<file path="src/hdl/assert_macros.svh">
// Assertion macros shared by the slerp RTL.
// Needs a clock named clk and an active-low reset named rst_n in scope.
`ifndef ASSERT_MACROS_SVH
`define ASSERT_MACROS_SVH

// The consequent must hold whenever the antecedent holds.
`define QS_ASSERT_IMP(lbl, ante, cons) \
    lbl: assert property (@(posedge clk) disable iff (!rst_n) (ante) |-> (cons)) \
        else $error("qs assertion failed");

// The consequent must hold a fixed number of cycles after the antecedent.
`define QS_ASSERT_DELAY(lbl, ante, n, cons) \
    lbl: assert property (@(posedge clk) disable iff (!rst_n) (ante) |-> ##n (cons)) \
        else $error("qs delayed assertion failed");

`endif

</file>
<file path="src/hdl/qs_div_cell.sv">
// One quotient bit of the pipelined restoring divider for the sine ratios.
// Depends on nothing but its parameter I, the quotient bit decided here.
module qs_div_cell #(
    parameter int I = 0
) (
    input  logic        clk,
    input  logic [31:0] den_in,
    input  logic [61:0] r_in,
    input  logic [32:0] q_in,
    input  logic        ovf_in,
    output logic [31:0] den_out,
    output logic [61:0] r_out,
    output logic [32:0] q_out,
    output logic        ovf_out
);

    logic [64:0] d;
    logic [61:0] r_next;
    logic [32:0] q_next;

    always_comb
    begin
        d      = 65'(den_in) << I;
        r_next = r_in;
        q_next = q_in;
        if ({3'b000, r_in} >= d)
        begin
            r_next    = r_in - d[61:0];
            q_next[I] = 1'b1;
        end
    end

    always_ff @(posedge clk)
    begin
        den_out <= den_in;
        r_out   <= r_next;
        q_out   <= q_next;
        ovf_out <= ovf_in;
    end

endmodule
</file>
<file path="config.mk">
export PLATFORM = sky130hd
export DESIGN_NAME = qs_div_cell
export DESIGN_NICKNAME = d
export VERILOG_FILES = /design/src/hdl/assert_macros.svh /design/src/hdl/qs_div_cell.sv
export SDC_FILE = /design/constraint.sdc
export NUM_CORES = 1
export LEC_CHECK = 0
export BUFFER_PORTS_ARGS = -buffer_cell sky130_fd_sc_hd__buf_2
export CELL_PAD_IN_SITES_DETAIL_PLACEMENT = 1
export CELL_PAD_IN_SITES_GLOBAL_PLACEMENT = 1
export CORE_ASPECT_RATIO = 0.75
export CORE_MARGIN = 3
export CORE_UTILIZATION = 27
export DETAILED_ROUTE_END_ITERATION = 6
export GPL_TIMING_DRIVEN = 0
export PLACE_DENSITY = 0.73
export SLEW_MARGIN = 40
export SYNTH_ARGS = -nofsm -noshare
export SYNTH_HDL_FRONTEND = slang
export SYNTH_SLANG_ARGS = --single-unit
</file>
<file path="constraint.sdc">
create_clock -name clk -period 4.69 [get_ports clk]
set_input_delay 0.7035 -clock clk [delete_from_list [all_inputs] [get_ports clk]]
set_output_delay 0.7035 -clock clk [all_outputs]
set_load 0.005 [all_outputs]
</file>
* Yosys cells after proc, flatten, opt, wreduce, memory -nomap -nowiden
Index checks and enable logic that the tools add are counted.
** Operators by class
- Add/subtract/negate cells :: 1
- Multiply operators :: 0
- Div/mod/pow operators :: 0
- Magnitude comparators :: 1
- Equal/unequal tests :: 0
- Shift operators :: 0
- Multiplexer cells :: 1
- Bitwise operators :: 0
- Reduce and logical (&&, ||, !) cells :: 0
** Operators with widths (count)
- >= comparator 62 x 32 -> 1 bit :: 1
- two-way mux 62 bit :: 1
- subtractor 62 x 32 -> 62 bit :: 1
** Word-level totals
- Register bits :: 128
- Bits in latches :: 0
- RAM bits :: 0
- ROM bits :: 0
- Input port bits :: 129
- Logic and storage cells :: 8
- Memories kept :: 0

* Logic depth before layout (Yosys ltp)
- Depth in word-level cells :: 2
- Depth in mapped cells :: 13

* Worst setup path before layout
No wires, ideal clock.
- Path kind :: in2reg
- From :: in r_in[0]
- To :: reg r_out[50]
- Data arrival time :: 3264 ps
- Slack :: 1354 ps
- Stages :: 12
- Buffers on the path :: 0
- Cell sequence :: inv_1 > ha_1 > fa_1 > nand2b_1 > a211oi_1 > o22ai_1 > nand2_1 > a21boi_1 > o31a_4 > or4_4 > nor3_2 > xor2_1
** On the way
- Longest elaborated chain between the ends :: 2
- Elaborated cells on any way between the ends :: 3
- Those cells by class :: add/sub (1); order compare (1); mux (1)
** Ends and longest elaborated chain
- start: declaration :: RTL line qs_div_cell.sv:8 : input logic [61:0] r_in,
- subtractor 62 x 32 -> 62 bit or >= comparator 62 x 32 -> 1 bit (tied branches) :: RTL line qs_div_cell.sv:28, qs_div_cell.sv:26
- two-way mux 62 bit * :: RTL line qs_div_cell.sv:26 : if ({3'b000, r_in} >= d)
- net r_next[50] :: RTL line qs_div_cell.sv:18 : logic [61:0] r_next;
- end signal: assignment :: RTL line qs_div_cell.sv:36 : r_out <= r_next;
- end: declaration :: RTL line qs_div_cell.sv:12 : output logic [61:0] r_out,
Mark *: on every way through the listed nets, which the timed path passes. The rest lies on a longest branch.
A chain may end at the register's enable or synchronous reset.

* Worst setup path after layout
- From :: in den_in[0]
- To :: reg r_out[28]
** On the way
- Longest elaborated chain between the ends :: 2
- Elaborated cells on any way between the ends :: 3
- Those cells by class :: add/sub (1); order compare (1); mux (1)
** Ends and longest elaborated chain
- start: declaration :: RTL line qs_div_cell.sv:7 : input logic [31:0] den_in,
- subtractor 62 x 32 -> 62 bit or >= comparator 62 x 32 -> 1 bit (tied branches) :: RTL line qs_div_cell.sv:28, qs_div_cell.sv:26
- two-way mux 62 bit * :: RTL line qs_div_cell.sv:26
- net r_next[28] :: RTL line qs_div_cell.sv:18
Marked as above.

==> run_results.csv <==
group,metric,value,unit
setup_path,cp-end-kind,"flop",
placed_design,routabilityCongestion,0.809,
clocking,htree_levels,4,
clocking,cts_tree,"done",
power_and_ir_drop,total_power,3.07,mW
drt,routedWlPerCell,16.7,um
logic_synthesis,synthesis.nets,772,
clocking,cts_setup_buffers,0,
die,io_pins,257,
timing,period_share,86.1,%
logic_synthesis,synth-seq-cells,128,
die,die_h,131,um
drt,final_antenna_net_count,0,
logic_synthesis,async_reset_ff_share,0,%
logic_synthesis,synth.largest_area_cell,"dfxtp_1",
hold_path,hold_path_class,"in2reg",
logic_synthesis,yosysUniqueCellTypes,57,
die,dieArea,22600,um2
finish,nets,1045,
die,rows,45,
job,maxCapViolations,0,
global_route,grt_pass1_wl,29400,um
timing,setup_tns,0,ns
timing,holdWs,0.374,ns
logic_synthesis,synth_commonest_cells,"dfxtp_1 (128), a21oi_1 (58), nor2_1 (52), nand2_1 (46), inv_1 (39)",
timing,setup_viol,0,
clocking,numCtsBuffers,17,
logic_synthesis,netlist_area,5610,um2
global_route,track_usage,17.0,%
logic_synthesis,synth.avg_cell_area,9.20,um2
setup_path,startpoint,"den_in[0]",
timing,max_freq,248,MHz
clocking,cts_resized,0,
power_and_ir_drop,cellPowerDensity,392,nW/um2
die,core,20300,um2
clocking,cts_root_buf,"clkbuf_16",
drt,wl,19800,um
finish,layout-drive-gt1-share,34.9,%
drt,vias,5455,
finish,areaGrowthSynthToFinish,39.6,%
setup_path,path_class,"in2reg",
global_route,grt_max_degree,17,
timing,rsz0062_at_grt,"false",
outcome,outcome,"complete, no violations",
logic_synthesis,synth-main-ff-cell,"dfxtp_1",
clocking,cts_hold_buf,0,
logic_synthesis,ys_warn_count,0,
setup_path,cp.required,4.96,ns
hold_path,min_path_cells,1,
die,initial_utilization,27.6,%
setup_path,cp.arrival,4.31,ns
power_and_ir_drop,vdd_ir_drop_max,0.000188,V
placed_design,place_ws,0.106,ns
finish,post-route-util,38.5,%
logic_synthesis,synth_edf_count,0,
timing,hold_viol,0,
drt,drc,0,
setup_path,cp-start-kind,"input pin",
drt,drtIter0Drc,195,
global_route,grt_pass1_vias,5511,
clocking,clock-sinks,128,
timing,slew_headroom,50.7,%
die,die_w,172,um
global_route,antenna_found_initial,3,
logic_synthesis,synth.yosys.seq_area_share,45.7,%
setup_path,critPathMaxFanout,10,
timing,worstMarginPinSlew,0.732,ns
placed_design,numPortBuffers,254,
drt,firstDrtPassIters,4,
logic_synthesis,yosys-top-cells-area,"dfxtp_1 (46%), ha_1 (7.1%), a21oi_1 (5.2%)",
setup_path,endpoint,"r_out[28]$_DFF_P_",
clocking,clkTransAtPathRegs,0.07,ns
global_route,grt_overflow_total,0,
timing,timing.final.ws_setup,0.654,ns
timing,period_needed,4.04,ns
logic_synthesis,yosysMostFrequentCell,"dfxtp_1",
timing,slew_viol_final,0,
placed_design,dpl.hpwl,16200,um
logic_synthesis,yosys.area.top_type_share,45.7,%
drt,viasPerCell,4.62,
power_and_ir_drop,p_leak,3.70,nW
logic_synthesis,netlist_instances,610,
clocking,clk_path_buf_depth,2,
[worst max-delay path: stages]
cell	delay (ns)
buf_2	0.11
ha_1	0.22
fa_1	0.41
nand2b_1	0.19
a211oi_1	0.32
o22ai_1	0.19
nand2_1	0.19
a21boi_1	0.22
o31ai_2	0.66
buf_2	0.42
clkbuf_1	0.48
a21oi_1	0.18
[logic make-up (layout without fill, tap and decap cells)]
logic type / count (synthesis) / after routing / synth area share [%]
flip-flops: 128 / 128 / 45.7
multiplexers: 6 / 6 / 1.20
AND/OR/NAND/NOR: 200 / 200 / 18.3
AO/OA/AOI/OAI: 126 / 126 / 14.1
buffers and inverters: 58 / 344 / 4.10
XOR/XNOR: 59 / 59 / 9.21
adder cells (fa/ha/maj): 33 / 33 / 7.49
other: 0 / 2 / 0
[where the power goes]
part	leakage (nW)	switching (mW)	internal (mW)	total, mW
Sequential	1.08	0.0239	1.20	1.22
Clock	0.285	0.578	0.711	1.29
Combinational	2.34	0.310	0.252	0.562
[cell usage in the layout, fill, tap and decap left out, types with 18 or more instances in the layout]
cell type,synthesis,routed
nor3_1,23,23
xor2_1,33,33
xnor2_1,26,26
nor2_1,52,52
nand2_1,46,46
ha_1,32,32
buf_2,4,258
dfxtp_1,128,128
inv_1,39,39
a21oi_1,58,58
o21ai_0,18,18
[how the worst min path moves through the flow]
stage,slack (ns),from,end
after global placement,0.81,q_in[13],q_out[13]$_DFF_P_
after detailed placement,0.81,q_in[19],q_out[19]$_DFF_P_
after CTS,0.35,q_in[30],q_out[30]$_DFF_P_
after global routing,0.35,q_in[31],q_out[31]$_DFF_P_
after floorplan,0.73,den_in[0],den_out[0]$_DFF_P_
final,0.37,q_in[17],q_out[17]$_DFF_P_
[layer usage]
layer | part of all wire, % | routed length, um | global-route usage, % | up-vias
met5 | 0.12 | 24 | 0 | -
met4 | 0.74 | 146 | 4.08 | 4
met3 | 8.7 | 1710 | 6.38 | 16
met2 | 46 | 9040 | 27.9 | 182
met1 | 45 | 8830 | 21.3 | 2570
li1 | - | - | - | 2683
[state kept, by name (all words and copies together), names as in the netlist]
register,cells
r_out,62
q_out,33
ovf_out,1
den_out,32
[cell type report]
| class | instances | area [um2] |
|---|---|---|
| Antenna cell | 2 | 5.00 |
| Inverter | 39 | 146 |
| Buffer | 19 | 83.8 |
| Timing Repair Buffer | 254 | 1270 |
| Clock inverter | 15 | 158 |
| Multi-Input combinational cell | 424 | 2830 |
| Tap cell | 282 | 353 |
| Fill cell | 2453 | 12500 |
| Clock buffer | 17 | 425 |
| Sequential cell | 128 | 2560 |
[per-stage QoR]
stage,area (um2),std cells
3_5_place_dp,7240,1146
4_1_cts,7830,1178
2_1_floorplan,5610,610
3_3_place_gp,7240,1146
5_1_grt,7830,1179
6_report,7830,1180
(Power assumes the default switching activity.)
