$ cat src/hdl/assert_macros.svh
// Assertion macros shared by the slerp RTL.
// Needs a clock named clk and an active-low reset named rst_n in scope.
`ifndef ASSERT_MACROS_SVH
`define ASSERT_MACROS_SVH

// The consequent must hold whenever the antecedent holds.
`define QS_ASSERT_IMP(lbl, ante, cons) \
    lbl: assert property (@(posedge clk) disable iff (!rst_n) (ante) |-> (cons)) \
        else $error("qs assertion failed");

// The consequent must hold a fixed number of cycles after the antecedent.
`define QS_ASSERT_DELAY(lbl, ante, n, cons) \
    lbl: assert property (@(posedge clk) disable iff (!rst_n) (ante) |-> ##n (cons)) \
        else $error("qs delayed assertion failed");

`endif

$ cat src/hdl/qs_sqrt_cell.sv
// One bit of the pipelined integer square root (one result bit per cell).
// Depends on nothing but its parameter K, the bit pair handled here.
module qs_sqrt_cell #(
    parameter int K = 0
) (
    input  logic        clk,
    input  logic [60:0] v_in,
    input  logic [61:0] r_in,
    output logic [60:0] v_out,
    output logic [61:0] r_out
);

    localparam logic [61:0] BIT = 62'(1) << (2 * K);

    logic [61:0] trial;
    logic [60:0] v_next;
    logic [61:0] r_next;

    always_comb
    begin
        trial = r_in + BIT;
        if ({1'b0, v_in} >= trial)
        begin
            v_next = v_in - trial[60:0];
            r_next = (r_in >> 1) + BIT;
        end
        else
        begin
            v_next = v_in;
            r_next = r_in >> 1;
        end
    end

    always_ff @(posedge clk)
    begin
        v_out <= v_next;
        r_out <= r_next;
    end

endmodule

$ cat config.mk
export PLATFORM = sky130hd
export DESIGN_NAME = qs_sqrt_cell
export DESIGN_NICKNAME = d
export VERILOG_FILES = /design/src/hdl/assert_macros.svh /design/src/hdl/qs_sqrt_cell.sv
export SDC_FILE = /design/constraint.sdc
export NUM_CORES = 1
export LEC_CHECK = 0
export BUFFER_PORTS_ARGS = -buffer_cell sky130_fd_sc_hd__buf_4
export CORE_MARGIN = 5
export CORE_UTILIZATION = 45
export CTS_BUF_LIST = sky130_fd_sc_hd__clkbuf_16
export CTS_CLUSTER_DIAMETER = 40
export DETAILED_ROUTE_END_ITERATION = 12
export PLACE_DENSITY = 0.7
export SYNTH_ARGS = -nofsm -noshare
export SYNTH_HDL_FRONTEND = slang
export SYNTH_SLANG_ARGS = --single-unit
$ cat constraint.sdc
create_clock -name clk -period 15.4 [get_ports clk]
set_input_delay 3.08 -clock clk [delete_from_list [all_inputs] [get_ports clk]]
set_output_delay 3.08 -clock clk [all_outputs]
set_load 0.005 [all_outputs]
Yosys cells after proc, flatten, opt, wreduce, memory -nomap -nowiden
Index checks and enable logic that the tools add are counted.
{"block": "totals", "input_bits": 124, "output_inout_bits": 123, "elab_cells": 9, "ff_bits": 123}
{"block": "op_classes", "add_sub_neg": 3, "n_lt_le_gt_ge": 1, "mux": 2}
{"operator": "61-bit two-way mux", "n": 2}
{"operator": "61-bit by 1-bit adder with 62-bit output (second input constant)", "n": 1}
{"operator": "62-bit by 1-bit adder with 62-bit output (second input constant)", "n": 1}
{"operator": "61-bit by 62-bit >= comparator with 1-bit output", "n": 1}
{"operator": "61-bit subtractor", "n": 1}

Depth between registers and ports, before layout
{"block": "logic_depth", "word_depth": 3, "ltp_mapped": 24, "ltp_nobuf": 20}

Worst setup path after synthesis
Ideal clock, no wire load.
{"block": "synth_path", "path_type": "input -> register", "from": "input r_in[3]", "to": "register r_out[40]", "setup_slack_ns": 7.470, "path_stages": 22, "arrival_ns": 7.811, "setup_time_ns": 0.118, "t_required_ns": 15.282, "path_buffers": 3, "cell_sequence": "clkbuf_1 nand2_1 nor4_2 nand4_1 nor4_1 and2b_1 nand2b_1 nor4_1 nand2_1 xor2_1 ha_1 clkbuf_1 and3_1 and3_1 nand2_1 nor3_1 o31ai_1 o21a_1 a2111o_1 buf_2 or4_1 xnor2_1"}
{"block": "synth_between", "elab_chain_cells": 3, "word_cells_on_any_way": 4, "cone_classes": "add/sub (2); order compare (1); mux (1)"}
{"element": "start: declaration", "line": "qs_sqrt_cell.sv:8", "rtl": "input logic [61:0] r_in,"}
{"element": "62-bit by 1-bit adder with 62-bit output", "line": "qs_sqrt_cell.sv:21", "rtl": "trial = r_in + BIT;"}
{"element": "61-bit by 62-bit >= comparator with 1-bit output", "line": "qs_sqrt_cell.sv:22", "rtl": "if ({1'b0, v_in} >= trial)"}
{"element": "61-bit two-way mux (*)", "line": "qs_sqrt_cell.sv:22"}
{"element": "net r_next[40]", "line": "qs_sqrt_cell.sv:17", "rtl": "logic [61:0] r_next;"}
{"element": "end signal: assignment", "line": "qs_sqrt_cell.sv:37", "rtl": "r_out <= r_next;"}
{"element": "end: declaration", "line": "qs_sqrt_cell.sv:10", "rtl": "output logic [61:0] r_out"}
Mark *: on every way through the listed nets, which the timed path passes. The rest lies on a longest branch.
A chain may end at the register's enable or synchronous reset.

Worst setup path in the final report
{"block": "layout_path", "from": "input r_in[2]", "to": "register r_out[61]"}
{"block": "layout_between", "elab_chain_cells": 2, "word_cells_on_any_way": 3, "cone_classes": "add/sub (2); order compare (1)"}
{"element": "62-bit by 1-bit adder with 62-bit output", "line": "qs_sqrt_cell.sv:21"}
{"element": "61-bit by 62-bit >= comparator with 1-bit output", "line": "qs_sqrt_cell.sv:22"}
Several ways; a longest one is shown, not always the timed one.

==> insert_results.sql <==
INSERT INTO impl_metrics (metric_group, metric, value, unit) VALUES
('synthesis', 'syn-mean-instance-area', '7.62', 'um^2'),
('die', 'dieArea', '0.0241', 'mm^2'),
('routing', 'detail_route.vias_per_cell', '5.85', ''),
('die', 'floorplan.rows', '53', ''),
('clocking', 'clock-sinks', '123', ''),
('worst_hold_path', 'worst_hold_startpoint', 'v_in[0]', ''),
('status', 'run_status', 'finished, final reports clean', ''),
('critical_path', 'max_stage_delay', '0.79', 'ns'),
('cells_and_area', 'seqCellArea', '0.00246', 'mm^2'),
('global_route', 'grt_overflow', '0', ''),
('routing', 'drcViolationCount', '0', ''),
('power_and_ir_drop', 'power.net_switching', '369', 'uW'),
('sta', 'final_hold_viol_count', '0', ''),
('sta', 'worstMarginPinSlew', '1.04', 'ns'),
('synthesis', 'synth.net_count', '1435', ''),
('critical_path', 'crit_chain', 'buf_4, ha_1, nand2_1, nor4_2, nand4_1, nor4_1, and2b_1, nand2_1, nor2_1, xnor2_1, ha_1, a21oi_1, o21bai_1, a21o_1, a21oi_1, nor2_1, nor4_1, a21o_4, buf_4, nor4_1, and4_1', ''),
('clocking', 'cts.clk_slew.worst_paths', '0.07', 'ns'),
('die', 'core_region_area', '0.0209', 'mm^2'),
('placement', 'dp_hpwl', '29100', 'um'),
('worst_hold_path', 'worst_min_path_class', 'in2reg', ''),
('synthesis', 'synth_cell_types', '69', ''),
('critical_path', 'crit_path_frequent_cell', 'sky130_fd_sc_hd__nor4_1', ''),
('power_and_ir_drop', 'switching_share', '33.5', '%'),
('cells_and_area', 'area_growth_syn_to_layout', '26.5', '%'),
('global_route', 'grt_antenna_before_repair', '2', ''),
('power_and_ir_drop', 'leak_pwr', '0.00518', 'uW'),
('cells_and_area', 'final_layout_size_suffix_gt1_share', '20.5', '%'),
('clocking', 'h-tree-depth', '4', ''),
('sta', 'fmaxAchievable', '110', 'MHz'),
('clocking', 'postCtsSetupBuffers', '0', ''),
('routing', 'drt-wirelength-per-cell', '20.8', 'um'),
('synthesis', 'postSynthCellCount', '1247', ''),
('critical_path', 'crit_path_max_fanout', '107', ''),
('routing', 'route.antenna.remaining_nets', '0', ''),
('power_and_ir_drop', 'vdd.ir_drop.worst', '0.0809', 'mV'),
('synthesis', 'synthesized_cell_area', '0.00950', 'mm^2'),
('synthesis', 'warning_count_from_the_yosys_run', '0', ''),
('synthesis', 'yosysSeqAreaShare', '25.9', '%'),
('routing', 'drt_pre_antenna_iters', '5', ''),
('clocking', 'number_of_gates_resized_after_cts', '0', ''),
('critical_path', 'setup.worst_path.start_class', 'primary input', ''),
('critical_path', 'crit_path_end_kind', 'register', ''),
('sta', 'final.period_utilization', '59.3', '%'),
('sta', 'fin_worst_hold_slack', '2.85', 'ns'),
('die', 'dieWidth', '155', 'um'),
('cells_and_area', 'multi_input_area', '0.00661', 'mm^2'),
('power_and_ir_drop', 'clock_power_share', '37.6', '%'),
('sta', 'slew_headroom', '30.4', '%'),
('power_and_ir_drop', 'internal-power', '734', 'uW'),
('synthesis', 'synth_edf_count', '0', ''),
('power_and_ir_drop', 'pwr_density_cell', '91.8', 'mW/mm^2'),
('routing', 'via_count', '10200', ''),
('clocking', 'clk_root_buffer_cell', 'sky130_fd_sc_hd__clkbuf_16', ''),
('global_route', 'global_route.usage.total', '29.0', '%'),
('critical_path', 'path_class', 'in2reg', ''),
('synthesis', 'synthFlopType', 'sky130_fd_sc_hd__dfxtp_1', ''),
('clocking', 'tritoncts_clock_tree', 'done', ''),
('sta', 'final-setup-viol-count', '0', ''),
('critical_path', 'worstPathRequired', '15.73', 'ns'),
('clocking', 'ctsHoldBuffers', '0', ''),
('global_route', 'grt_pass1_wl', '55100', 'um'),
('die', 'initial_utilization', '45.5', '%'),
('sta', 'report.final.slew_viol_count', '0', ''),
('job', 'drv.max_cap_violation_count', '0', ''),
('placement', 'routability_congestion', '1.01', ''),
('sta', 'setup_total_negative_slack', '0', 'ns'),
('routing', 'drt_first_iter_violations', '845', ''),
('global_route', 'maximum_number_of_pins_on_one_net_before_global_route_repair', '108', ''),
('sta', 'rsz_0062_raised_after_global_routing', 'no', ''),
('synthesis', 'ys_ff_latch', '123', ''),
('routing', 'route.final.wire_length', '36100', 'um');
-- power groups by stage --
stage               logic, uW  registers [uW]  clock network, uW
CTS                       326             359                419
detailed placement        323             365                  0
floorplan                 185             367                  0
global placement          323             365                  0
finish                    329             359                415
global route              358             361                437
-- state kept, by name, summed over array words and instances, names as in the netlist --
| register | count |
|---|---|
| r_out | 62 |
| v_out | 61 |
-- cell usage in the layout (no fill, tap or decap), types with 8 or more instances in the layout --
| cell | instances |
|---|---|
| sky130_fd_sc_hd__o21bai_1 | 16 |
| sky130_fd_sc_hd__a31oi_1 | 12 |
| sky130_fd_sc_hd__inv_1 | 33 |
| sky130_fd_sc_hd__ha_1 | 63 |
| sky130_fd_sc_hd__and3_1 | 22 |
| sky130_fd_sc_hd__clkbuf_16 | 17 |
| sky130_fd_sc_hd__nor4_1 | 18 |
| sky130_fd_sc_hd__a21oi_1 | 67 |
| sky130_fd_sc_hd__dfxtp_1 | 123 |
| sky130_fd_sc_hd__nand4_1 | 41 |
| sky130_fd_sc_hd__xor2_1 | 79 |
| sky130_fd_sc_hd__o21a_1 | 11 |
| sky130_fd_sc_hd__nor3_1 | 33 |
| sky130_fd_sc_hd__a211oi_1 | 10 |
| sky130_fd_sc_hd__o211ai_1 | 8 |
| sky130_fd_sc_hd__nand2_1 | 166 |
| sky130_fd_sc_hd__nor2_1 | 86 |
| sky130_fd_sc_hd__and4_1 | 8 |
| sky130_fd_sc_hd__buf_4 | 250 |
| sky130_fd_sc_hd__nand2b_1 | 9 |
| sky130_fd_sc_hd__a21o_1 | 30 |
| sky130_fd_sc_hd__o21ai_0 | 89 |
| sky130_fd_sc_hd__o31ai_1 | 8 |
| sky130_fd_sc_hd__and2_1 | 13 |
| sky130_fd_sc_hd__nand3_1 | 54 |
| sky130_fd_sc_hd__xnor2_1 | 93 |
-- final timing paths --
| kind | cells past startpoint | to | slack (ns) |
|---|---|---|---|
| max | 21 | r_out[61] | 6.27 |
| min | 3 | v_out[0] | 2.85 |
-- through the flow --
stage                     power (uW)  std cells  instance area [um^2]  worst slack [ns]  util [%]
after floorplan                  552       1247                  9500              7.47         -
after global placement           689       1702                 11400              6.24      54.7
after detailed placement         688       1702                 11400              5.95      54.7
after CTS                       1100       1734                 12000              6.39      57.5
after global routing            1160       1736                 12000              5.77      57.5
final                           1100       1737                 12000              6.27      57.5
-- logic make-up after synthesis --
group | Yosys count | synth area share (%)
buf+inv | 103 | 4.60
simple gates | 486 | 25.0
flops | 123 | 25.9
compound gates | 299 | 20.1
xor+xnor | 172 | 15.9
fa+ha+maj | 64 | 8.51
-- critical path, delay by kind of cell --
kind	cells	cell delay (ns)
simple gates	11	3.49
compound gates	5	1.09
buf+inv	2	0.90
fa+ha+maj	2	0.59
xor+xnor	1	0.16
-- synthesized netlist by cell type, types with 4 or more instances --
library cell / n / area [um^2]
sky130_fd_sc_hd__nor2b_1: 7 / 43.8
sky130_fd_sc_hd__o21a_1: 11 / 82.6
sky130_fd_sc_hd__and2_1: 13 / 81.3
sky130_fd_sc_hd__o21ai_0: 89 / 445
sky130_fd_sc_hd__a31oi_1: 12 / 75.1
sky130_fd_sc_hd__o2111ai_1: 4 / 35.0
sky130_fd_sc_hd__buf_2: 11 / 55.1
sky130_fd_sc_hd__a211oi_1: 10 / 75.1
sky130_fd_sc_hd__o21bai_1: 16 / 120
sky130_fd_sc_hd__nand2b_1: 9 / 56.3
sky130_fd_sc_hd__clkbuf_1: 50 / 188
sky130_fd_sc_hd__xor2_1: 79 / 692
sky130_fd_sc_hd__buf_4: 5 / 37.5
sky130_fd_sc_hd__and3_1: 22 / 138
sky130_fd_sc_hd__nor2_1: 86 / 323
sky130_fd_sc_hd__nor3_1: 33 / 165
sky130_fd_sc_hd__dfxtp_1: 123 / 2460
sky130_fd_sc_hd__nand2_1: 166 / 623
sky130_fd_sc_hd__nand4_1: 41 / 257
sky130_fd_sc_hd__and4_1: 8 / 70.1
sky130_fd_sc_hd__nand3b_1: 4 / 30.0
sky130_fd_sc_hd__nor4_1: 18 / 113
sky130_fd_sc_hd__o211ai_1: 8 / 60.1
sky130_fd_sc_hd__a21o_1: 31 / 233
sky130_fd_sc_hd__ha_1: 63 / 788
sky130_fd_sc_hd__nand3_1: 54 / 270
sky130_fd_sc_hd__xnor2_1: 93 / 815
sky130_fd_sc_hd__inv_1: 33 / 124
sky130_fd_sc_hd__a21oi_1: 68 / 340
sky130_fd_sc_hd__or2_2: 4 / 25.0
sky130_fd_sc_hd__o31ai_1: 8 / 60.1
sky130_fd_sc_hd__or4_1: 6 / 45.0
-- routing by layer --
metal | wire length [um] | vias to the layer above | global-route usage, %
li1 | - | 4853 | -
met1 | 15000 | 4740 | 38.1
met2 | 16800 | 499 | 47.8
met3 | 3300 | 63 | 5.67
met4 | 1030 | 0 | 9.71
met5 | 0 | - | 0
-- final cells by class --
cell class	count	share of cell area [%]
inverter	33	1.03
clock buffer	17	3.54
timing repair buffer	250	15.6
sequential	123	20.5
clock inverter	15	1.36
multi-input combinational	1021	55.0
tap	275	2.86
antenna	3	0.0625
No activity file was read; power rests on OpenSTA's default activity.
