--- src/hdl/assert_macros.svh ---
// Assertion macros shared by the slerp RTL.
// Needs a clock named clk and an active-low reset named rst_n in scope.
`ifndef ASSERT_MACROS_SVH
`define ASSERT_MACROS_SVH

// The consequent must hold whenever the antecedent holds.
`define QS_ASSERT_IMP(lbl, ante, cons) \
    lbl: assert property (@(posedge clk) disable iff (!rst_n) (ante) |-> (cons)) \
        else $error("qs assertion failed");

// The consequent must hold a fixed number of cycles after the antecedent.
`define QS_ASSERT_DELAY(lbl, ante, n, cons) \
    lbl: assert property (@(posedge clk) disable iff (!rst_n) (ante) |-> ##n (cons)) \
        else $error("qs delayed assertion failed");

`endif

--- src/hdl/qs_pkg.sv ---
// Shared types, constants and the CORDIC arctangent table for the slerp block.
// Depends on nothing; quaternion_slerp and the two CORDIC cells refer to it by scoped names.
package qs_pkg;

    localparam int FRAC_BITS = 14;
    localparam int WF        = 30;
    localparam logic [30:0] ONE_W    = 31'h4000_0000;
    localparam logic [34:0] NEAR_LIM = 35'h0_4000_0000 - 35'd1074;
    localparam logic [14:0] T_ONE    = 15'd16384;
    localparam logic [31:0] W_MAX    = 32'h8000_0000;

    // Side data that rides along the chain next to the arithmetic.
    typedef struct packed {
        logic [3:0][15:0] a;
        logic [3:0][15:0] b;
        logic [30:0]      t30;
        logic [29:0]      mag;
        logic             negate;
        logic             near;
        logic             deg;
    } side_t;

    // atan(2^-i) in Q30.
    function automatic logic [31:0] atan_at(input int i);
        logic [31:0] v;
        case (i)
            0:  v = 32'h3243F6A8;
            1:  v = 32'h1DAC6705;
            2:  v = 32'h0FADBAFC;
            3:  v = 32'h07F56EA6;
            4:  v = 32'h03FEAB76;
            5:  v = 32'h01FFD55B;
            6:  v = 32'h00FFFAAA;
            7:  v = 32'h007FFF55;
            8:  v = 32'h003FFFEA;
            9:  v = 32'h001FFFFD;
            10: v = 32'h000FFFFF;
            11: v = 32'h0007FFFF;
            12: v = 32'h0003FFFF;
            13: v = 32'h0001FFFF;
            14: v = 32'h0000FFFF;
            15: v = 32'h00007FFF;
            16: v = 32'h00003FFF;
            17: v = 32'h00001FFF;
            18: v = 32'h00000FFF;
            19: v = 32'h000007FF;
            20: v = 32'h000003FF;
            21: v = 32'h000001FF;
            22: v = 32'h000000FF;
            23: v = 32'h0000007F;
            24: v = 32'h0000003F;
            25: v = 32'h0000001F;
            26: v = 32'h0000000F;
            27: v = 32'h00000008;
            28: v = 32'h00000004;
            29: v = 32'h00000002;
            30: v = 32'h00000001;
            default: v = 32'h00000000;
        endcase
        return v;
    endfunction

endpackage

--- src/hdl/qs_vec_cell.sv ---
// One iteration of the vectoring CORDIC that turns (x, y) into an angle.
// Depends on qs_pkg for the arctangent table.
module qs_vec_cell #(
    parameter int I = 0
) (
    input  logic               clk,
    input  logic signed [33:0] x_in,
    input  logic signed [33:0] y_in,
    input  logic signed [33:0] z_in,
    output logic signed [33:0] x_out,
    output logic signed [33:0] y_out,
    output logic signed [33:0] z_out
);

    localparam logic [31:0] ATAN = qs_pkg::atan_at(I);

    logic signed [33:0] dx;
    logic signed [33:0] dy;
    logic signed [33:0] x_next;
    logic signed [33:0] y_next;
    logic signed [33:0] z_next;

    always_comb
    begin
        dx = y_in >>> I;
        dy = x_in >>> I;
        if (y_in > 0)
        begin
            x_next = x_in + dx;
            y_next = y_in - dy;
            z_next = z_in + $signed({2'b00, ATAN});
        end
        else
        begin
            x_next = x_in - dx;
            y_next = y_in + dy;
            z_next = z_in - $signed({2'b00, ATAN});
        end
    end

    always_ff @(posedge clk)
    begin
        x_out <= x_next;
        y_out <= y_next;
        z_out <= z_next;
    end

endmodule

--- config.mk ---
export PLATFORM = sky130hd
export DESIGN_NAME = qs_vec_cell
export DESIGN_NICKNAME = d
export VERILOG_FILES = /design/src/hdl/assert_macros.svh /design/src/hdl/qs_pkg.sv /design/src/hdl/qs_vec_cell.sv
export SDC_FILE = /design/constraint.sdc
export NUM_CORES = 1
export LEC_CHECK = 0
export BUFFER_PORTS_ARGS = -buffer_cell sky130_fd_sc_hd__clkbuf_2
export CORE_AREA = 4 4 136 138
export DETAILED_ROUTE_END_ITERATION = 7
export DIE_AREA = 0 0 140 142
export PLACE_DENSITY = 0.81
export SLEW_MARGIN = 5
export SYNTH_ARGS = -nofsm -noshare
export SYNTH_HDL_FRONTEND = slang
export SYNTH_SLANG_ARGS = --single-unit
--- constraint.sdc ---
create_clock -name clk -period 4.1 [get_ports clk]
set_input_delay 0.205 -clock clk [delete_from_list [all_inputs] [get_ports clk]]
set_output_delay 0.205 -clock clk [all_outputs]
set_load 0.02 [all_outputs]
### Word-level counts from Yosys, hierarchy flattened

Index checks and enable logic that the tools add are counted.

| cells by class | value |
|---|---|
| add/subtract/negate cells | 5 |
| $lt $le $gt $ge | 1 |
| mux-type cells | 3 |

Operators by type and width:

| cell | number |
|---|---|
| 34-bit two-way mux | 3 |
| 34-bit subtractor | 2 |
| 34-bit by 31-bit adder with 34-bit output (second input constant) | 1 |
| 34-bit adder | 1 |
| 34-bit by 1-bit greater-than comparator with 1-bit output (second input constant) | 1 |
| 34-bit by 31-bit subtractor with 34-bit output (second input constant) | 1 |

| storage, ports and cells | value |
|---|---|
| register bits after elaboration | 102 |
| bits of input ports | 103 |
| output and inout bits | 102 |

### Longest topological paths before layout

Gate-level depths: netlist of run 1.

| logic depth | value |
|---|---|
| depth in word-level cells | 2 |
| mapped depth | 19 |

### Worst setup path after synthesis of run 1

No wires, ideal clock.

| timing path | value |
|---|---|
| path kind | in2reg |
| from | input y_in[1] |
| to | register z_out[31] |
| setup time | 0.064 ns |
| arrival time | 3.705 ns |
| setup slack | 0.331 ns |
| cell stages on the path | 17 |
| cells stage by stage | nor4_1 nand4_1 nor2_1 a21o_1 buf_2 clkbuf_1 clkbuf_1 ha_1 a21o_1 a21oi_1 o21ai_0 a21oi_1 o21ai_0 nor2_1 o21ai_1 or4_1 nand4_1 |

| between the ends | value |
|---|---|
| cells in the longest elaborated chain, start to end | 2 |

Ends and longest elaborated chain:

| what | line | RTL |
|---|---|---|
| start, declared | qs_vec_cell.sv:8 | `input logic signed [33:0] y_in,` |
| 34-bit by 1-bit greater-than comparator with 1-bit output | qs_vec_cell.sv:27 | `if (y_in > 0)` |
| 34-bit two-way mux | qs_vec_cell.sv:27 |  |
| via z_next[31] | qs_vec_cell.sv:21 | `logic signed [33:0] z_next;` |
| end signal, assigned | qs_vec_cell.sv:45 | `z_out <= z_next;` |
| end, declared | qs_vec_cell.sv:12 | `output logic signed [33:0] z_out` |

The timed path passes the listed nets, and every way through them passes these cells.

### Worst setup path after layout of run 1

| timing path | value |
|---|---|
| from | input y_in[18] |
| to | register z_out[31] |

The elaborated chain is that of the path after synthesis.

==> flow_summary.yaml, run 1 <==
synth:
  syn_area_per_cell_um2: 7.77
  ys_top_cells_by_count: "a21oi_1 (158), ha_1 (128), inv_1 (118)"
  ys_seq_area_share_pct: 21.2
  synth_fp_nets: 1462
  synth_top_area_share_pct: 21.2
  synth_most_common_cell: "a21oi_1"
  synth_warnings: 0
  synthFlopType: "dfxtp_1"
  synth_seq_cells: 101
  synth_cells: 1227
  yosys.area.top_type: "dfxtp_1"
  async_flop_share_pct: 0
  netlist_area_um2: 9540
  synthTopCellsByArea: "dfxtp_1 (21%), ha_1 (17%), a21oi_1 (8.3%), xnor2_1 (7.2%), inv_1 (4.6%)"
  synth_cell_types: 77
  synth_edf_count: 0
global_route:
  grt_pass1_wl_um: 47700
  grt_start_max_net_pins: 69
  grt_pass1_vias: 9154
  antenna_found_initial: 0
  overflow: 0
  grt_use_total_pct: 29.3
detailed_routing:
  dr.pass1.iters: 6
  route.vias.total: 9946
  route.detailed.drc: 0
  vias_per_cell: 6.02
  post_drt_wl_per_cell_um: 18.4
  initialDrtViolationCount: 1057
  postRouteAntennaNets: 0
  drt-total-wl_um: 30300
clock_network:
  clock_path_buffers: 2
  clkTransAtPathRegs_ns: 0.07
  cts_sinks: 101
  htreeDepth: 3
  cts_tree: "done"
  cts-buffers-inserted: 9
  cts_setup_buffers: 0
  root_buffer: "clkbuf_16"
floorplan:
  pin_count: 205
  die_x_um: 140
  floorplan.initialDensity_pct: 55.5
  core_um2: 17200
  dieArea_um2: 19900
  rows: 48
  die_y_um: 142
run_status:
  status: "complete, no violations"
finish:
  post-route-util_pct: 65.0
  n_antenna_cell: 0
  fin_nets: 1657
  syn2layout_area_growth_pct: 17.1
  layout.cells.non_filler: 1651
  drive_gt1_share_pct: 19.4
  multi_input_area_um2: 6830
  fillers: 1524
  regArea_um2: 2020
setup_path:
  worst_setup_path_start_kind: "input port"
  crit_chain: "clkbuf_2 -> nor4_1 -> buf_4 -> nand4_1 -> nor2_1 -> a21o_4 -> buf_4 -> ha_1 -> a21o_1 -> a21oi_1 -> o21ai_0 -> a21oi_1 -> o21ai_0 -> nor2_1 -> o21ai_1 -> or4_1 -> nand4_1"
  arrival_ns: 3.71
  path_class: "in -> reg"
  crit_fanout: 14
  crit_path_top_delay_cell: "or4_1"
  cp.required_ns: 4.39
  cp-end-kind: "register"
  slowest_delay_ns: 0.41
placement:
  io_buffers: 204
  dp_slack_ns: 0.385
  hpwl_um: 24400
  gp_congestion: 0.976
  post-place-cells: 1633
timing:
  setup-tns-final_ns: 0
  grt_setup_unrepaired: "no"
  worst_slew_pin_slew_ns: 0.731
  period_share_pct: 83.3
  period_needed_ns: 3.41
  setup_violations: 0
  fmax_ghz: 0.293
  hold_viol: 0
  drv_slew: 0
  fin_ws_ns: 0.687
  relSlewSlack_pct: 50.0
flow_run:
  maxCapViolCount: 0
power_and_ir_drop:
  power_density_nw_per_um2: 373
  ir_drop_mv: 0.227
  power.leakage_nw: 5.45
worst_hold_path:
  worstHoldPathType: "in -> reg"
## final cells by class
class | instances | share of cell area, %
clock inverter | 6 | 1.08
tap | 225 | 2.52
inverter | 124 | 4.17
multi-input combinational | 956 | 61.2
timing repair buffer | 230 | 11.0
clock buffer | 9 | 2.02
sequential | 101 | 18.1
## path summary, 6_finish.rpt
kind | startpoint | to | slack [ns] | depth (start not counted)
max | y_in[18] | z_out[31] | 0.69 | 17
min | z_in[3] | z_out[3] | 0.08 | 2
## registers in the layout, indices dropped and copies added (netlist names)
| signal | count |
|---|---|
| z_out | 34 |
| y_out | 33 |
| x_out | 34 |
## critical path: cells and delay by family
kind / cells / cell delay [ns]
and+or+nand+nor: 6 / 1.44
adders and majority gates: 1 / 0.28
buffers and inverters: 3 / 0.55
AOI/OAI and AO/OA: 7 / 1.24
## through the flow
stage                     hold slack (ns)  area, µm²  power (W)
final                              0.0830      11200    0.00416
after global routing                0.107      11200    0.00439
after CTS                          0.0699      11200    0.00416
after detailed placement            0.310      10800    0.00312
after global placement              0.307      10800    0.00310
after floorplan                     0.233       9540    0.00253
## cell usage in the layout (no fill, tap or decap), drive strengths merged, types with 14 or more instances in the layout
cell and instances:
nand2 65, a211oi 16, ha 128, o21bai 32
a21oi 160, xnor2 78, xor2 14, nor4 20
clkbuf 213, nand4 18, o21ai 83, nor3 23
nor2 94, dfxtp 101, buf 23, a21o 32
inv 122
## cells by family after synthesis
family | synth area share, %
buf+inv | 7.23
mux | 0.945
fa+ha+maj | 17.6
flops | 21.2
xor+xnor | 8.45
simple gates | 15.0
compound gates | 29.6
## per-layer routing
metal	up-vias	global-route usage, %	routed length (µm)
met5	-	0	0
met1	4585	41.2	13100
met4	0	9.48	889
met2	548	46.8	13400
li1	4739	-	-
met3	74	3.83	2950
## power breakdown
group / switching [W] / total [W] / internal, W / leakage [nW]
logic: 0.00118 / 0.00185 / 0.000670 / 4.44
clock network: 0.000426 / 0.00103 / 0.000603 / 0.166
registers: 0.0000711 / 0.00128 / 0.00121 / 0.852
## repair_timing
item                                   CTS  global route
endpoints found under the hold margin    3             0
hold buffers                             3             0
resized for setup                        0             0
No activity file was read; power rests on OpenSTA's default activity.
==> inputs of run 2 (changes only) <==
ABC_AREA = 1   (was unset)
CORE_AREA = 4 4 148 150   (was 4 4 136 138)
DIE_AREA = 0 0 152 154   (was 0 0 140 142)
PLACE_DENSITY = 0.79   (was 0.81)
clock period = 3.6 ns   (was 4.1 ns; I/O delays follow)
==> run 2 against run 1 <==
Effect of this change:
- total power is 14% higher
- final cell count is 43% higher
- clock power hardly changed
- wire length is 41% higher
- sequential share of layout area is 2.5 points lower
- sequential power is 10% higher
- synthesized cell count is 54% higher
- non-clock buffer count is 2 lower
- largest cell class unchanged
==> flow_summary.yaml, run 2 <==
worst_hold_path:
  hp-start: "z_in[3]"
  worstHoldPathType: "in -> reg"
global_route:
  grt_pass1_vias: 12900
  grt_use_met1_pct: 44.7
  grt_start_max_net_pins: 74
  overflow: 0
  grt_use_total_pct: 35.2
  met2_usage_pct: 60.9
  antenna_found_initial: 0
  busiest_layer: "met2"
  grt_pass1_wl_um: 66400
  met3_usage_pct: 5.26
setup_path:
  crit_chain: "clkbuf_2 -> inv_1 -> nand4_1 -> nor3_1 -> nand4_1 -> nand2_2 -> inv_2 -> buf_4 -> ha_1 -> nand2_1 -> nor2_1 -> inv_1 -> nor3_1 -> o21ai_0 -> nand4_1 -> nand2_1"
  arrival_ns: 3.09
  crit_start: "y_in[1]"
  crit_fanout: 16
  path_delay_family: "simple AND/OR/NAND/NOR gates"
  cp.buffers_inverters: 5
  crit_path_top_delay_cell: "ha_1"
  crit_end: "z_out[27]"
  worst_setup_path_start_kind: "input port"
  path_class: "in -> reg"
  cp-end-kind: "register"
  slowest_delay_ns: 0.38
  crit_cells: 16
  crit_path_frequent_cell: "nand4_1"
  cp.required_ns: 3.86
floorplan:
  floorplan.initialDensity_pct: 54.8
  rows: 53
  pin_count: 205
  core_um2: 20700
  dieArea_um2: 23400
  die_y_um: 154
  die_x_um: 152
timing:
  hold_viol: 0
  setup_violations: 0
  period_needed_ns: 2.84
  drv_slew: 0
  relSlewSlack_pct: 43.9
  hold_ws_ns: 0.0293
  fmax_ghz: 0.352
  worst_slew_pin_slew_ns: 0.841
  grt_setup_unrepaired: "no"
  setup-tns-final_ns: 0
  period_share_pct: 78.9
  fin_ws_ns: 0.761
synth:
  synthFlopType: "dfxtp_1"
  synth_fp_nets: 2120
  synth_top_area_share_pct: 17.8
  synthTopCellsByArea: "dfxtp_1 (18%), nand2_1 (18%), ha_1 (14%), inv_1 (8.9%), nand3_1 (7.4%)"
  netlist_area_um2: 11300
  synth_edf_count: 0
  syn_area_per_cell_um2: 6.01
  synth_most_common_cell: "nand2_1"
  synth_cell_types: 45
  synth_seq_cells: 101
  synth_cells: 1885
  yosys.area.top_type: "dfxtp_1"
  ys_seq_area_share_pct: 17.8
  ys_top_cells_by_count: "nand2_1 (538), inv_1 (269), nand3_1 (168)"
  async_flop_share_pct: 0
  synth_warnings: 0
placement:
  postPlaceCellArea_um2: 12600
  dp_slack_ns: 0.450
  gp_congestion: 1.06
  io_buffers: 204
  hpwl_um: 36000
detailed_routing:
  route.detailed.drc: 0
  post_drt_wl_per_cell_um: 18.2
  initialDrtViolationCount: 1211
  dr.pass1.iters: 6
  drt-total-wl_um: 42900
  route.vias.total: 13300
  postRouteAntennaNets: 0
  vias_per_cell: 5.64
clock_network:
  cts_sinks: 101
  cts_resized: 0
  cts_tree: "done"
  htreeDepth: 3
  clkTransAtPathRegs_ns: 0.08
  cts-buffers-inserted: 9
  clock_path_buffers: 2
  root_buffer: "clkbuf_16"
power_and_ir_drop:
  p_switching_w: 0.00221
  power_density_nw_per_um2: 368
  p_int_w: 0.00255
  p_sw_share_pct: 46.4
  power.leakage_nw: 7.08
  ir_drop_mv: 0.222
  finalPower_w: 0.00475
  power.share.clock_pct: 22.3
  seqPwrFrac_pct: 29.7
  combPwrFrac_pct: 48.0
finish:
  syn2layout_area_growth_pct: 14.0
  layout_common_cells: "nand2_1 (537), inv_1 (269), clkbuf_2 (204)"
  design_area_um2: 12900
  n_antenna_cell: 0
  fillers: 2055
  layout_commonest_cell: "nand2_1"
  regArea_um2: 2020
  multi_input_area_um2: 8010
  fin_nets: 2315
  drive_gt1_share_pct: 14.1
  reg_top3: "x_out x34, z_out x34, y_out x33"
flow_run:
  maxCapViolCount: 0
run_status:
  status: "complete, no violations"
run 2: cells by family (layout without fill, tap and decap cells):
group | Yosys count | count (layout) | share of synthesized area (%)
flip-flops | 101 | 101 | 17.8
AND/OR/NAND/NOR | 967 | 967 | 36.3
XOR/XNOR | 59 | 59 | 4.56
buffers and inverters | 320 | 520 | 11.5
AO/OA/AOI/OAI | 306 | 306 | 14.9
adder cells (fa/ha/maj) | 132 | 132 | 14.8
run 2: area by class of cell:
class	instances	area share, %
clock buffers	9	1.74
clock inverters	7	0.590
inverters	276	8.03
multi-input cells	1464	62.0
flip-flops and latches	101	15.6
well taps	275	2.66
repair buffers	228	9.35
run 2: per-layer routing:
metal,share of wire (%),vias up
li1,-,6443
met1,40,6038
met2,46,725
met3,9.2,101
met4,3.9,0
met5,0,-
run 2: repair_timing:
| item | 4_1_cts | 5_1_grt |
|---|---|---|
| hold buffers | 3 | 0 |
| endpoints found under the hold margin | 3 | 0 |
| buffers inserted | 0 | 0 |
run 2: metrics by stage:
step	instances	utilization (%)
finish	2360	62.5
global placement	2341	60.9
floorplan	1885	-
detailed placement	2341	60.9
global route	2360	62.5
CTS	2360	62.5
run 2: power by group through the flow:
stage	sequential, W	combinational, W	clock [W]
floorplan	0.00169	0.00121	0
global placement	0.00143	0.00220	0
detailed placement	0.00144	0.00222	0
CTS	0.00141	0.00224	0.00106
global route	0.00143	0.00248	0.00110
finish	0.00141	0.00228	0.00106
run 2: worst min path at each step:
| stage | cells past startpoint | slack (ns) | endpoint |
|---|---|---|---|
| detailed placement | 1 | 0.29 | z_out[1] |
| global route | 2 | 0.03 | z_out[3] |
| finish | 2 | 0.03 | z_out[3] |
| global placement | 1 | 0.28 | z_out[2] |
| floorplan | 0 | 0.21 | z_out[0] |
| CTS | 2 | 0.03 | z_out[3] |
